### config.mk
export PLATFORM = sky130hd
export DESIGN_NAME = key_value_text_lexer_top_flat
export DESIGN_NICKNAME = d
export VERILOG_FILES = /design/src/hw/rtl/kvl_pkg.sv /design/src/hw/rtl/kvl_if.sv /design/src/hw/rtl/kvl_lexer_core.sv /design/src/hw/rtl/kvl_result_fifo.sv /design/src/hw/rtl/key_value_text_lexer_top.sv /design/src/flat_wrapper.sv
export SDC_FILE = /design/constraint.sdc
export NUM_CORES = 1
export LEC_CHECK = 0
export CAP_MARGIN = 40
export CORE_ASPECT_RATIO = 0.8
export CORE_MARGIN = 2
export CORE_UTILIZATION = 50
export CTS_CLUSTER_DIAMETER = 60
export DETAILED_ROUTE_END_ITERATION = 10
export DONT_BUFFER_PORTS = 1
export GPL_TIMING_DRIVEN = 0
export PLACE_DENSITY = 0.71
export SYNTH_ARGS = -nofsm -noshare
export SYNTH_HDL_FRONTEND = slang
export SYNTH_HIERARCHICAL = 1
export SYNTH_SLANG_ARGS = --single-unit
### constraint.sdc
create_clock -name clk -period 12.5 [get_ports clk]
set_input_delay 0.625 -clock clk [delete_from_list [all_inputs] [get_ports clk]]
set_output_delay 0.625 -clock clk [all_outputs]
set_load 0.05 [all_outputs]
### src/hw/rtl/kvl_pkg.sv
// ----------------------------------------------------------------------------
// kvl_pkg: shared types and constants of the key = value text lexer
// Lexer modes, event and token codes, result item layout, character classes.
// ----------------------------------------------------------------------------
`timescale 1ns / 1ps
`default_nettype none

package kvl_pkg;

	// Lexer modes
	typedef enum logic [2:0] {
		MODE_START  = 3'd0,
		MODE_IDENT  = 3'd1,
		MODE_INT    = 3'd2,
		MODE_REAL   = 3'd3,
		MODE_STRING = 3'd4
	} mode_t;

	// Event codes
	localparam logic [1:0] EV_CHAR = 2'd0;
	localparam logic [1:0] EV_DONE = 2'd1;
	localparam logic [1:0] EV_ERR  = 2'd2;

	// Token kinds
	localparam logic [2:0] KIND_IDENT  = 3'd0;
	localparam logic [2:0] KIND_NUMBER = 3'd1;
	localparam logic [2:0] KIND_ASSIGN = 3'd2;
	localparam logic [2:0] KIND_STRING = 3'd3;
	localparam logic [2:0] KIND_EOT    = 3'd4;

	// Character codes
	localparam logic [7:0] CH_NUL   = 8'h00;
	localparam logic [7:0] CH_ETX   = 8'h03;
	localparam logic [7:0] CH_TAB   = 8'h09;
	localparam logic [7:0] CH_LF    = 8'h0A;
	localparam logic [7:0] CH_CR    = 8'h0D;
	localparam logic [7:0] CH_SPACE = 8'h20;
	localparam logic [7:0] CH_QUOTE = 8'h22;
	localparam logic [7:0] CH_MINUS = 8'h2D;
	localparam logic [7:0] CH_DOT   = 8'h2E;
	localparam logic [7:0] CH_ZERO  = 8'h30;
	localparam logic [7:0] CH_NINE  = 8'h39;
	localparam logic [7:0] CH_EQUAL = 8'h3D;
	localparam logic [7:0] CH_UP_A  = 8'h41;
	localparam logic [7:0] CH_UP_Z  = 8'h5A;
	localparam logic [7:0] CH_UNDER = 8'h5F;
	localparam logic [7:0] CH_LO_A  = 8'h61;
	localparam logic [7:0] CH_LO_Z  = 8'h7A;

	// Result queue geometry
	localparam int FIFO_DEPTH = 4;
	localparam int FIFO_PTR_W = 2;
	localparam int FIFO_CNT_W = 3;

	// One result item
	typedef struct packed {
		logic [1:0] event_res;
		logic [2:0] token_kind;
		logic [7:0] char_out;
		logic       last;
	} result_t;

	// Results of one step, handed from the lexer core to the result queue
	typedef struct packed {
		logic [1:0] cnt;
		result_t    r0;
		result_t    r1;
	} step_res_t;

	function automatic result_t make_res(logic [1:0] ev, logic [2:0] kind, logic [7:0] ch);
		result_t r;
		r.event_res  = ev;
		r.token_kind = kind;
		r.char_out   = ch;
		r.last       = 1'b0;
		return r;
	endfunction

	function automatic logic is_space(logic [7:0] c);
		return (c == CH_SPACE) || (c == CH_LF) || (c == CH_CR) || (c == CH_TAB);
	endfunction

	function automatic logic is_digit(logic [7:0] c);
		return (c >= CH_ZERO) && (c <= CH_NINE);
	endfunction

	function automatic logic is_alpha(logic [7:0] c);
		return ((c >= CH_LO_A) && (c <= CH_LO_Z)) || ((c >= CH_UP_A) && (c <= CH_UP_Z));
	endfunction

	function automatic logic is_ident(logic [7:0] c);
		return is_digit(c) || is_alpha(c) || (c == CH_MINUS) || (c == CH_UNDER);
	endfunction

endpackage

`default_nettype wire

### src/hw/rtl/kvl_if.sv
// ----------------------------------------------------------------------------
// kvl_if: channel interfaces of the key = value text lexer
// Text byte channel and result channel, valid/ready handshake.
// ----------------------------------------------------------------------------
`timescale 1ns / 1ps
`default_nettype none

interface kvl_in_if;
	logic       valid;
	logic       ready;
	logic [7:0] char_in;
	logic       end_of_text;

	modport source (output valid, output char_in, output end_of_text, input ready);
	modport sink (input valid, input char_in, input end_of_text, output ready);
endinterface

interface kvl_out_if;
	logic       valid;
	logic       ready;
	logic [1:0] event_res;
	logic [2:0] token_kind;
	logic [7:0] char_out;
	logic       last;

	modport source (output valid, output event_res, output token_kind, output char_out,
		output last, input ready);
	modport sink (input valid, input event_res, input token_kind, input char_out,
		input last, output ready);
endinterface

`default_nettype wire

### src/hw/rtl/kvl_lexer_core.sv
// ----------------------------------------------------------------------------
// kvl_lexer_core: input register, lexer state and step logic
// Registers one text byte, then classifies it against the lexer mode and
// produces up to two result items per byte in one pass.
// ----------------------------------------------------------------------------
`timescale 1ns / 1ps
`default_nettype none

module kvl_lexer_core import kvl_pkg::*; #(
	parameter int MAX_VALUE_CHARS = 64
) (
	input  wire logic       clk,
	input  wire logic       arst_n,
	input  wire logic       in_valid,
	output logic            in_ready,
	input  wire logic [7:0] char_in,
	input  wire logic       end_of_text,
	input  wire logic       room,
	output step_res_t       step
);

	localparam int LEN_W = $clog2(MAX_VALUE_CHARS);
	localparam logic [LEN_W-1:0] LEN_MAX = LEN_W'(MAX_VALUE_CHARS - 1);

	logic             valid_s1;
	logic [7:0]       char_s1;
	logic             eot_s1;
	mode_t            mode_q;
	mode_t            mode_d;
	logic [LEN_W-1:0] len_q;
	logic [LEN_W-1:0] len_d;
	logic             adv;
	logic [7:0]       c;
	logic             endmark;
	logic             len_ok;
	logic             fresh;
	logic [1:0]       n_c;
	result_t          res_c [2];

	// Advance the held byte once the queue can take two results
	assign adv      = valid_s1 && room;
	assign in_ready = !valid_s1 || adv;

	// Input register
	always_ff @(posedge clk or negedge arst_n) begin
		if (!arst_n) begin
			valid_s1 <= 1'b0;
		end else if (in_ready) begin
			valid_s1 <= in_valid;
		end
	end

	always_ff @(posedge clk) begin
		if (in_ready && in_valid) begin
			char_s1 <= char_in;
			eot_s1  <= end_of_text;
		end
	end

	assign c       = eot_s1 ? CH_NUL : char_s1;
	assign endmark = eot_s1 || (c == CH_NUL) || (c == CH_ETX);
	assign len_ok  = len_q < LEN_MAX;

	// Step logic: mode handling, then a fresh start for the byte that ends a token
	always_comb begin
		res_c[0] = make_res(EV_CHAR, KIND_IDENT, CH_NUL);
		res_c[1] = make_res(EV_CHAR, KIND_IDENT, CH_NUL);
		n_c      = 2'd0;
		mode_d   = mode_q;
		len_d    = len_q;
		fresh    = 1'b0;

		unique case (mode_q)
			MODE_IDENT: begin
				if (!endmark && is_ident(c)) begin
					if (len_ok) begin
						res_c[n_c[0]] = make_res(EV_CHAR, KIND_IDENT, c);
						n_c           = n_c + 2'd1;
						len_d         = len_q + LEN_W'(1);
					end
				end else begin
					res_c[n_c[0]] = make_res(EV_DONE, KIND_IDENT, CH_NUL);
					n_c           = n_c + 2'd1;
					fresh         = 1'b1;
				end
			end
			MODE_INT: begin
				if (!endmark && (is_digit(c) || (c == CH_DOT))) begin
					if (len_ok) begin
						res_c[n_c[0]] = make_res(EV_CHAR, KIND_NUMBER, c);
						n_c           = n_c + 2'd1;
						len_d         = len_q + LEN_W'(1);
					end
					if (c == CH_DOT) begin
						mode_d = MODE_REAL;
					end
				end else if (endmark || is_space(c)) begin
					res_c[n_c[0]] = make_res(EV_DONE, KIND_NUMBER, CH_NUL);
					n_c           = n_c + 2'd1;
					fresh         = 1'b1;
				end else begin
					res_c[n_c[0]] = make_res(EV_ERR, KIND_NUMBER, c);
					n_c           = n_c + 2'd1;
				end
			end
			MODE_REAL: begin
				if (!endmark && is_digit(c)) begin
					if (len_ok) begin
						res_c[n_c[0]] = make_res(EV_CHAR, KIND_NUMBER, c);
						n_c           = n_c + 2'd1;
						len_d         = len_q + LEN_W'(1);
					end
				end else begin
					res_c[n_c[0]] = make_res(EV_DONE, KIND_NUMBER, CH_NUL);
					n_c           = n_c + 2'd1;
					fresh         = 1'b1;
				end
			end
			MODE_STRING: begin
				if (endmark) begin
					// Unterminated string: flag it, then close the text
					res_c[0] = make_res(EV_ERR, KIND_STRING, CH_NUL);
					res_c[1] = make_res(EV_DONE, KIND_EOT, CH_NUL);
					n_c      = 2'd2;
					mode_d   = MODE_START;
				end else if (c == CH_QUOTE) begin
					res_c[n_c[0]] = make_res(EV_DONE, KIND_STRING, CH_NUL);
					n_c           = n_c + 2'd1;
					mode_d        = MODE_START;
				end else if (len_ok) begin
					res_c[n_c[0]] = make_res(EV_CHAR, KIND_STRING, c);
					n_c           = n_c + 2'd1;
					len_d         = len_q + LEN_W'(1);
				end
			end
			default: begin
				fresh = 1'b1;
			end
		endcase

		if (fresh) begin
			mode_d = MODE_START;
			priority if (endmark) begin
				res_c[n_c[0]] = make_res(EV_DONE, KIND_EOT, CH_NUL);
				n_c           = n_c + 2'd1;
			end else if (is_space(c)) begin
				// whitespace between tokens gives no result
			end else if (is_alpha(c) || (c == CH_UNDER)) begin
				res_c[n_c[0]] = make_res(EV_CHAR, KIND_IDENT, c);
				n_c           = n_c + 2'd1;
				len_d         = LEN_W'(1);
				mode_d        = MODE_IDENT;
			end else if (is_digit(c) || (c == CH_MINUS)) begin
				res_c[n_c[0]] = make_res(EV_CHAR, KIND_NUMBER, c);
				n_c           = n_c + 2'd1;
				len_d         = LEN_W'(1);
				mode_d        = MODE_INT;
			end else if (c == CH_EQUAL) begin
				res_c[n_c[0]] = make_res(EV_DONE, KIND_ASSIGN, CH_NUL);
				n_c           = n_c + 2'd1;
			end else if (c == CH_QUOTE) begin
				len_d  = '0;
				mode_d = MODE_STRING;
			end else begin
				res_c[n_c[0]] = make_res(EV_ERR, KIND_IDENT, c);
				n_c           = n_c + 2'd1;
			end
		end

		// Mark the final result of this byte
		if (n_c == 2'd2) begin
			res_c[1].last = 1'b1;
		end else if (n_c == 2'd1) begin
			res_c[0].last = 1'b1;
		end
	end

	// Lexer state
	always_ff @(posedge clk or negedge arst_n) begin
		if (!arst_n) begin
			mode_q <= MODE_START;
			len_q  <= '0;
		end else if (adv) begin
			mode_q <= mode_d;
			len_q  <= len_d;
		end
	end

	assign step.cnt = adv ? n_c : 2'd0;
	assign step.r0  = res_c[0];
	assign step.r1  = res_c[1];

endmodule

`default_nettype wire

### src/hw/rtl/kvl_result_fifo.sv
// ----------------------------------------------------------------------------
// kvl_result_fifo: result queue
// Takes up to two result items per cycle, hands out one per transaction.
// ----------------------------------------------------------------------------
`timescale 1ns / 1ps
`default_nettype none

module kvl_result_fifo import kvl_pkg::*; (
	input  wire logic clk,
	input  wire logic arst_n,
	input  step_res_t step,
	output logic      room,
	output logic      out_valid,
	input  wire logic out_ready,
	output result_t   out_res
);

	result_t               mem_q [FIFO_DEPTH];
	logic [FIFO_PTR_W-1:0] wptr_q;
	logic [FIFO_PTR_W-1:0] rptr_q;
	logic [FIFO_CNT_W-1:0] count_q;
	logic                  pop;

	assign out_valid = count_q != '0;
	assign out_res   = mem_q[rptr_q];
	assign pop       = out_valid && out_ready;
	// Leave space for a full two-result step
	assign room      = count_q <= FIFO_CNT_W'(FIFO_DEPTH - 2);

	// Store incoming results
	always_ff @(posedge clk) begin
		if (step.cnt != 2'd0) begin
			mem_q[wptr_q] <= step.r0;
		end
		if (step.cnt == 2'd2) begin
			mem_q[wptr_q + FIFO_PTR_W'(1)] <= step.r1;
		end
	end

	// Advance pointers and occupancy
	always_ff @(posedge clk or negedge arst_n) begin
		if (!arst_n) begin
			wptr_q  <= '0;
			rptr_q  <= '0;
			count_q <= '0;
		end else begin
			wptr_q  <= wptr_q + FIFO_PTR_W'(step.cnt);
			rptr_q  <= rptr_q + FIFO_PTR_W'(pop);
			count_q <= count_q + FIFO_CNT_W'(step.cnt) - FIFO_CNT_W'(pop);
		end
	end

endmodule

`default_nettype wire

### src/hw/rtl/key_value_text_lexer_top.sv
// Path: an accepted text byte is held in the input register, its results are
//   written into the result queue, and they leave from the queue.
// Throughput: one text byte per cycle while the queue holds at most two results;
//   results leave one per cycle, while res_out is ready, from a four-entry queue.
// Reset: arst_n clears lexer mode, value length, input valid, queue pointers, count.
// ----------------------------------------------------------------------------
// key_value_text_lexer_top: key = value text lexer
// Tokenizes a byte stream into identifiers, numbers, '=' and strings.
// ----------------------------------------------------------------------------
`timescale 1ns / 1ps
`default_nettype none

module key_value_text_lexer_top import kvl_pkg::*; #(
	parameter int MAX_VALUE_CHARS = 64
) (
	input  wire logic clk,
	input  wire logic arst_n,
	kvl_in_if.sink    text_in,
	kvl_out_if.source res_out
);

	step_res_t step;
	logic      room;
	logic      out_valid;
	result_t   out_res;

	// Lexer core
	kvl_lexer_core #(
		.MAX_VALUE_CHARS(MAX_VALUE_CHARS)
	) u_core (
		.clk        (clk),
		.arst_n     (arst_n),
		.in_valid   (text_in.valid),
		.in_ready   (text_in.ready),
		.char_in    (text_in.char_in),
		.end_of_text(text_in.end_of_text),
		.room       (room),
		.step       (step)
	);

	// Result queue
	kvl_result_fifo u_fifo (
		.clk      (clk),
		.arst_n   (arst_n),
		.step     (step),
		.room     (room),
		.out_valid(out_valid),
		.out_ready(res_out.ready),
		.out_res  (out_res)
	);

	assign res_out.valid      = out_valid;
	assign res_out.event_res  = out_res.event_res;
	assign res_out.token_kind = out_res.token_kind;
	assign res_out.char_out   = out_res.char_out;
	assign res_out.last       = out_res.last;

endmodule

`default_nettype wire

### src/flat_wrapper.sv
// flat-port wrapper written by rule: the top's interface ports become plain ports
module key_value_text_lexer_top_flat import kvl_pkg::*;
#(
	parameter int MAX_VALUE_CHARS = 64
)
  (clk, arst_n, text_in_valid, text_in_char_in, text_in_end_of_text, text_in_ready, res_out_valid, res_out_event_res, res_out_token_kind, res_out_char_out, res_out_last, res_out_ready);
  kvl_in_if text_in_i ();
  kvl_out_if res_out_i ();
  input  wire logic clk;
  input  wire logic arst_n;
  input wire logic [$bits(text_in_i.valid)-1:0] text_in_valid;
  input wire logic [$bits(text_in_i.char_in)-1:0] text_in_char_in;
  input wire logic [$bits(text_in_i.end_of_text)-1:0] text_in_end_of_text;
  output wire logic [$bits(text_in_i.ready)-1:0] text_in_ready;
  output wire logic [$bits(res_out_i.valid)-1:0] res_out_valid;
  output wire logic [$bits(res_out_i.event_res)-1:0] res_out_event_res;
  output wire logic [$bits(res_out_i.token_kind)-1:0] res_out_token_kind;
  output wire logic [$bits(res_out_i.char_out)-1:0] res_out_char_out;
  output wire logic [$bits(res_out_i.last)-1:0] res_out_last;
  input wire logic [$bits(res_out_i.ready)-1:0] res_out_ready;
  assign text_in_i.valid = text_in_valid;
  assign text_in_i.char_in = text_in_char_in;
  assign text_in_i.end_of_text = text_in_end_of_text;
  assign text_in_ready = text_in_i.ready;
  assign res_out_valid = res_out_i.valid;
  assign res_out_event_res = res_out_i.event_res;
  assign res_out_token_kind = res_out_i.token_kind;
  assign res_out_char_out = res_out_i.char_out;
  assign res_out_last = res_out_i.last;
  assign res_out_i.ready = res_out_ready;
  key_value_text_lexer_top #(.MAX_VALUE_CHARS(MAX_VALUE_CHARS)) u_core (.clk(clk), .arst_n(arst_n), .text_in(text_in_i), .res_out(res_out_i));
endmodule
==> summary.md <==
| Metric | Value |
|---|---|
| Die height | `94.19 um` |
| Rel. slew slack | `48.49%` |
| Total power | `1.476 mW` |
| Vias post-DR | `3261` |
| Peak supply drop | `0.0001437 V` |
| First-pass GRT wire length | `17730 um` |
| Most used DFF post-synth | `edfxtp_1` |
| Setup CP Type | `flip-flop to flip-flop` |
| Clk_skew | `4.547 ps` |
| R2R Setup Slk | `8050 ps` |
| Reg-to-Reg End | `u_core/u_fifo/mem_q[0][6]` |
| DIE WIDTH | `116.7 um` |
| Synth async-reset ratio | `20.73%` |
| FF+latch area | `2377 sq um` |
| Max frequency | `224.9 MHz` |
| Final Non-Filler Cells | `538` |
| Remaining antenna violation count | `0` |
| Post-synth cell types | `83` |
| Fin area | `5583 sq um` |
| 1st-pass router iterations | `6` |
| Inst Count DP | `521` |
| Max Used Layer | `met4` |
| Setup WS post-layout | `8054 ps` |
| Syn nets | `400` |
| Vias per std cell | `6.061` |
| Cell depth of the worst flop-to-flop path | `15` |
| Clk sinks | `82` |
| PD cells | `264.4 nW/um^2` |
| Antenna violations before repair | `0` |
| Post-Syn Instances | `381` |
| Worst Setup EP | `u_core/u_fifo/mem_q[0][6]` |
| Total Routing Usage GR | `21.50%` |
| Worst-path fanout max | `10` |
| Pin count of the biggest net entering global routing | `18` |
| Syn-to-layout area delta | `9.820%` |
| TNS Setup | `0 ps` |
| Status | `finished clean` |
| Synth warnings | `6` |
| Starting density of the core | `52.04%` |
| Int Power | `850.3 uW` |
| Htree depth | `3` |
| Worst Hold Class | `primary input to flip-flop` |
| Total grt overflow | `0` |
| Yosys reg bits | `82` |
| Combinational Power Share | `51.6%` |
| Worst Path Required | `12540 ps` |
| Post-CTS setup buffer count | `0` |
| Post-Route M1 WL | `5042 um` |
| Leakage | `2.032 nW` |
| Worst setup path start | `u_core/u_core/eot_s1` |
| Wirelength per Cell | `19.97 um` |
| Clock buffer depth | `2` |
| Clock power share | `16.6%` |
| I/O Buffers | `0` |
| # fillers | `823` |
| Final nets | `416` |
| Clock latency on the worst-skew pair | `340 ps` |
| WL met2 | `4990 um` |
| Share of layout cells above drive strength 1 | `36.57%` |
| Clock transition at the registers of the reported paths | `60 ps` |
| Final period utilization | `35.57%` |
| Post-Syn Area per Cell | `13.34 sq um` |
| Final setup vio count | `0` |
| RSZ-0062 raised after global routing | `no` |
| Sequential share of power | `31.8%` |
| Post-detail-place hpwl | `7800 um` |
| Initial DRC Count | `414` |
| CP Capture Type | `flip-flop` |
| Endpoints failing hold | `0` |
| Area occupied by multi-input gates | `2507 sq um` |
| Startpoint Class | `flip-flop` |
| Critical path arrival | `4490 ps` |
| Pre-CTS WS | `8132 ps` |
| Clock root buffer | `clkbuf_16` |
| CTS tree | `done` |
| Top-level port count | `29` |
| Least-Margin Pin Slew | `770.0 ps` |
| Final WL | `10740 um` |
| Vias in the first global route | `3347` |
| FP Rows | `32` |
| GP Congestion | `0.9666` |
| Core area | `9769 sq um` |
| Sw Share | `42.41%` |
| Die Footprint | `10990 sq um` |
| Inserted Diodes | `0` |
| Post-Syn Area | `5084 sq um` |
| Reg2Reg Launch Point | `u_core/u_core/eot_s1` |
| Final Slew Violations | `0` |
| Maxcap violations | `0` |
| Placed inst area | `5295 sq um` |
| Drt drc | `0` |
| TritonCTS Buffers | `9` |
| Post-synth EDFFs | `65` |
| Met3 wire length | `607 um` |
| Seq/Total Area, Yosys | `46.76%` |
| Psw | `626.1 uW` |
| Post-layout min period | `4446 ps` |
## power by group through the flow
stage	Clock [mW]	Sequential (mW)	Combinational [mW]
final	0.246	0.469	0.761
after global routing	0.259	0.480	0.824
after CTS	0.251	0.470	0.764
after detailed placement	0	0.476	0.758
after global placement	0	0.472	0.728
after floorplan	0	0.459	0.625
## stage by stage
stage / utilization (%) / hold WS [ps]
floorplan: - / 329.4
global placement: 53.78 / 330.0
detailed placement: 54.20 / 330.0
CTS: 57.15 / 371.6
global route: 57.15 / 370.5
finish: 57.15 / 382.7
## cells in the mapped netlist, drive strengths merged (10+ instances only)
cell type  count  area, sq um
edfxtp        65         1952
mux2          58        690.7
nand2         20        77.58
nor2          19        73.82
buf           18        165.2
dfrtp         17        425.4
mux4          14        315.3
inv           11        41.29
and2          10        65.06
nor2b         10        80.08
o21ai         10        68.82
## critical path: stages, from the launching register on
cell and delay [ps]:
edfxtp_1 380, buf_4 190, nor4b_2 590, o21ai_2 280
nand3_1 150, and3_1 270, inv_2 110, ha_1 280
inv_1 50, nor3_1 190, o211ai_1 150, a21oi_1 260
buf_4 230, nor2_1 80, o31ai_2 620, buf_4 310
## repair_timing
| action | CTS | global route |
|---|---|---|
| hold buffers | 1 | 0 |
| setup endpoints to repair | 0 | 0 |
| resized for setup | 0 | 0 |
| hold endpoints to repair | 17 | 0 |
## sequential cells by signal, summed over array words and instances, names as in the netlist
signal,cells
u_core/u_fifo/count_q,3
u_core/u_core/valid_s1,1
u_core/u_core/mode_q,3
u_core/u_fifo/wptr_q,2
u_core/u_core/eot_s1,1
u_core/u_core/char_s1,8
u_core/u_fifo/mem_q,56
u_core/u_fifo/rptr_q,2
u_core/u_core/len_q,6
## how the worst min path moves through the flow
stage | end | slack [ps] | start | depth (start not counted)
2_1_floorplan | u_core/u_core/len_q[0] | 330 | arst_n | 0
3_3_place_gp | u_core/u_fifo/wptr_q[0] | 330 | arst_n | 0
3_5_place_dp | u_core/u_fifo/wptr_q[0] | 330 | arst_n | 0
4_1_cts | u_core/u_core/char_s1[3] | 370 | text_in_char_in[3] | 0
5_1_grt | u_core/u_core/char_s1[3] | 370 | text_in_char_in[3] | 0
6_report | u_core/u_core/eot_s1 | 380 | text_in_end_of_text | 0
## metal layers
layer,GRT usage (%),vias to the layer above
li1,-,1521
met1,30.31,1622
met2,33.48,105
met3,4.581,13
met4,6.275,0
met5,0,-
## cell families after synthesis
logic type / Yosys count / share of synthesized area (%)
AO/OA/AOI/OAI: 59 / 9.895
XOR/XNOR: 8 / 1.378
buffers and inverters: 29 / 4.061
adder cells (fa/ha/maj): 6 / 1.624
AND/OR/NAND/NOR: 122 / 15.90
multiplexers: 75 / 20.38
flip-flops: 82 / 46.76
## area by class of cell
class / instances / share of cell area, %
multi-input combinational: 270 / 44.91
sequential: 82 / 42.58
clock buffer: 9 / 4.034
tap: 136 / 3.048
buffer: 18 / 2.958
clock inverter: 7 / 0.9413
timing repair buffer: 5 / 0.7844
inverter: 11 / 0.7396
## placed cells by master, fill, tap and decap left out, drive strengths merged, types with 3 or more instances in the layout
master  netlist  routed
and2         10      10
edfxtp       65      65
a21o          3       3
mux2i         3       3
a22o          3       3
inv          11      13
ha            5       5
nand2        20      20
o21ai        10      10
nor2b        10      10
buf          18      22
and3          8       8
nand3         8       8
or3           3       3
mux2         58      58
a21oi         4       4
nor4b         3       3
nor3          8       8
xnor2         8       8
dfrtp        17      17
o31ai         3       3
clkbuf        0       9
o211ai        3       3
mux4         14      14
nor2         19      19
nand2b        8       8
a31oi         5       5
a21boi        3       3
clkinv        0       3
or2           4       4
nor4          6       6
(Power assumes the default switching activity.)
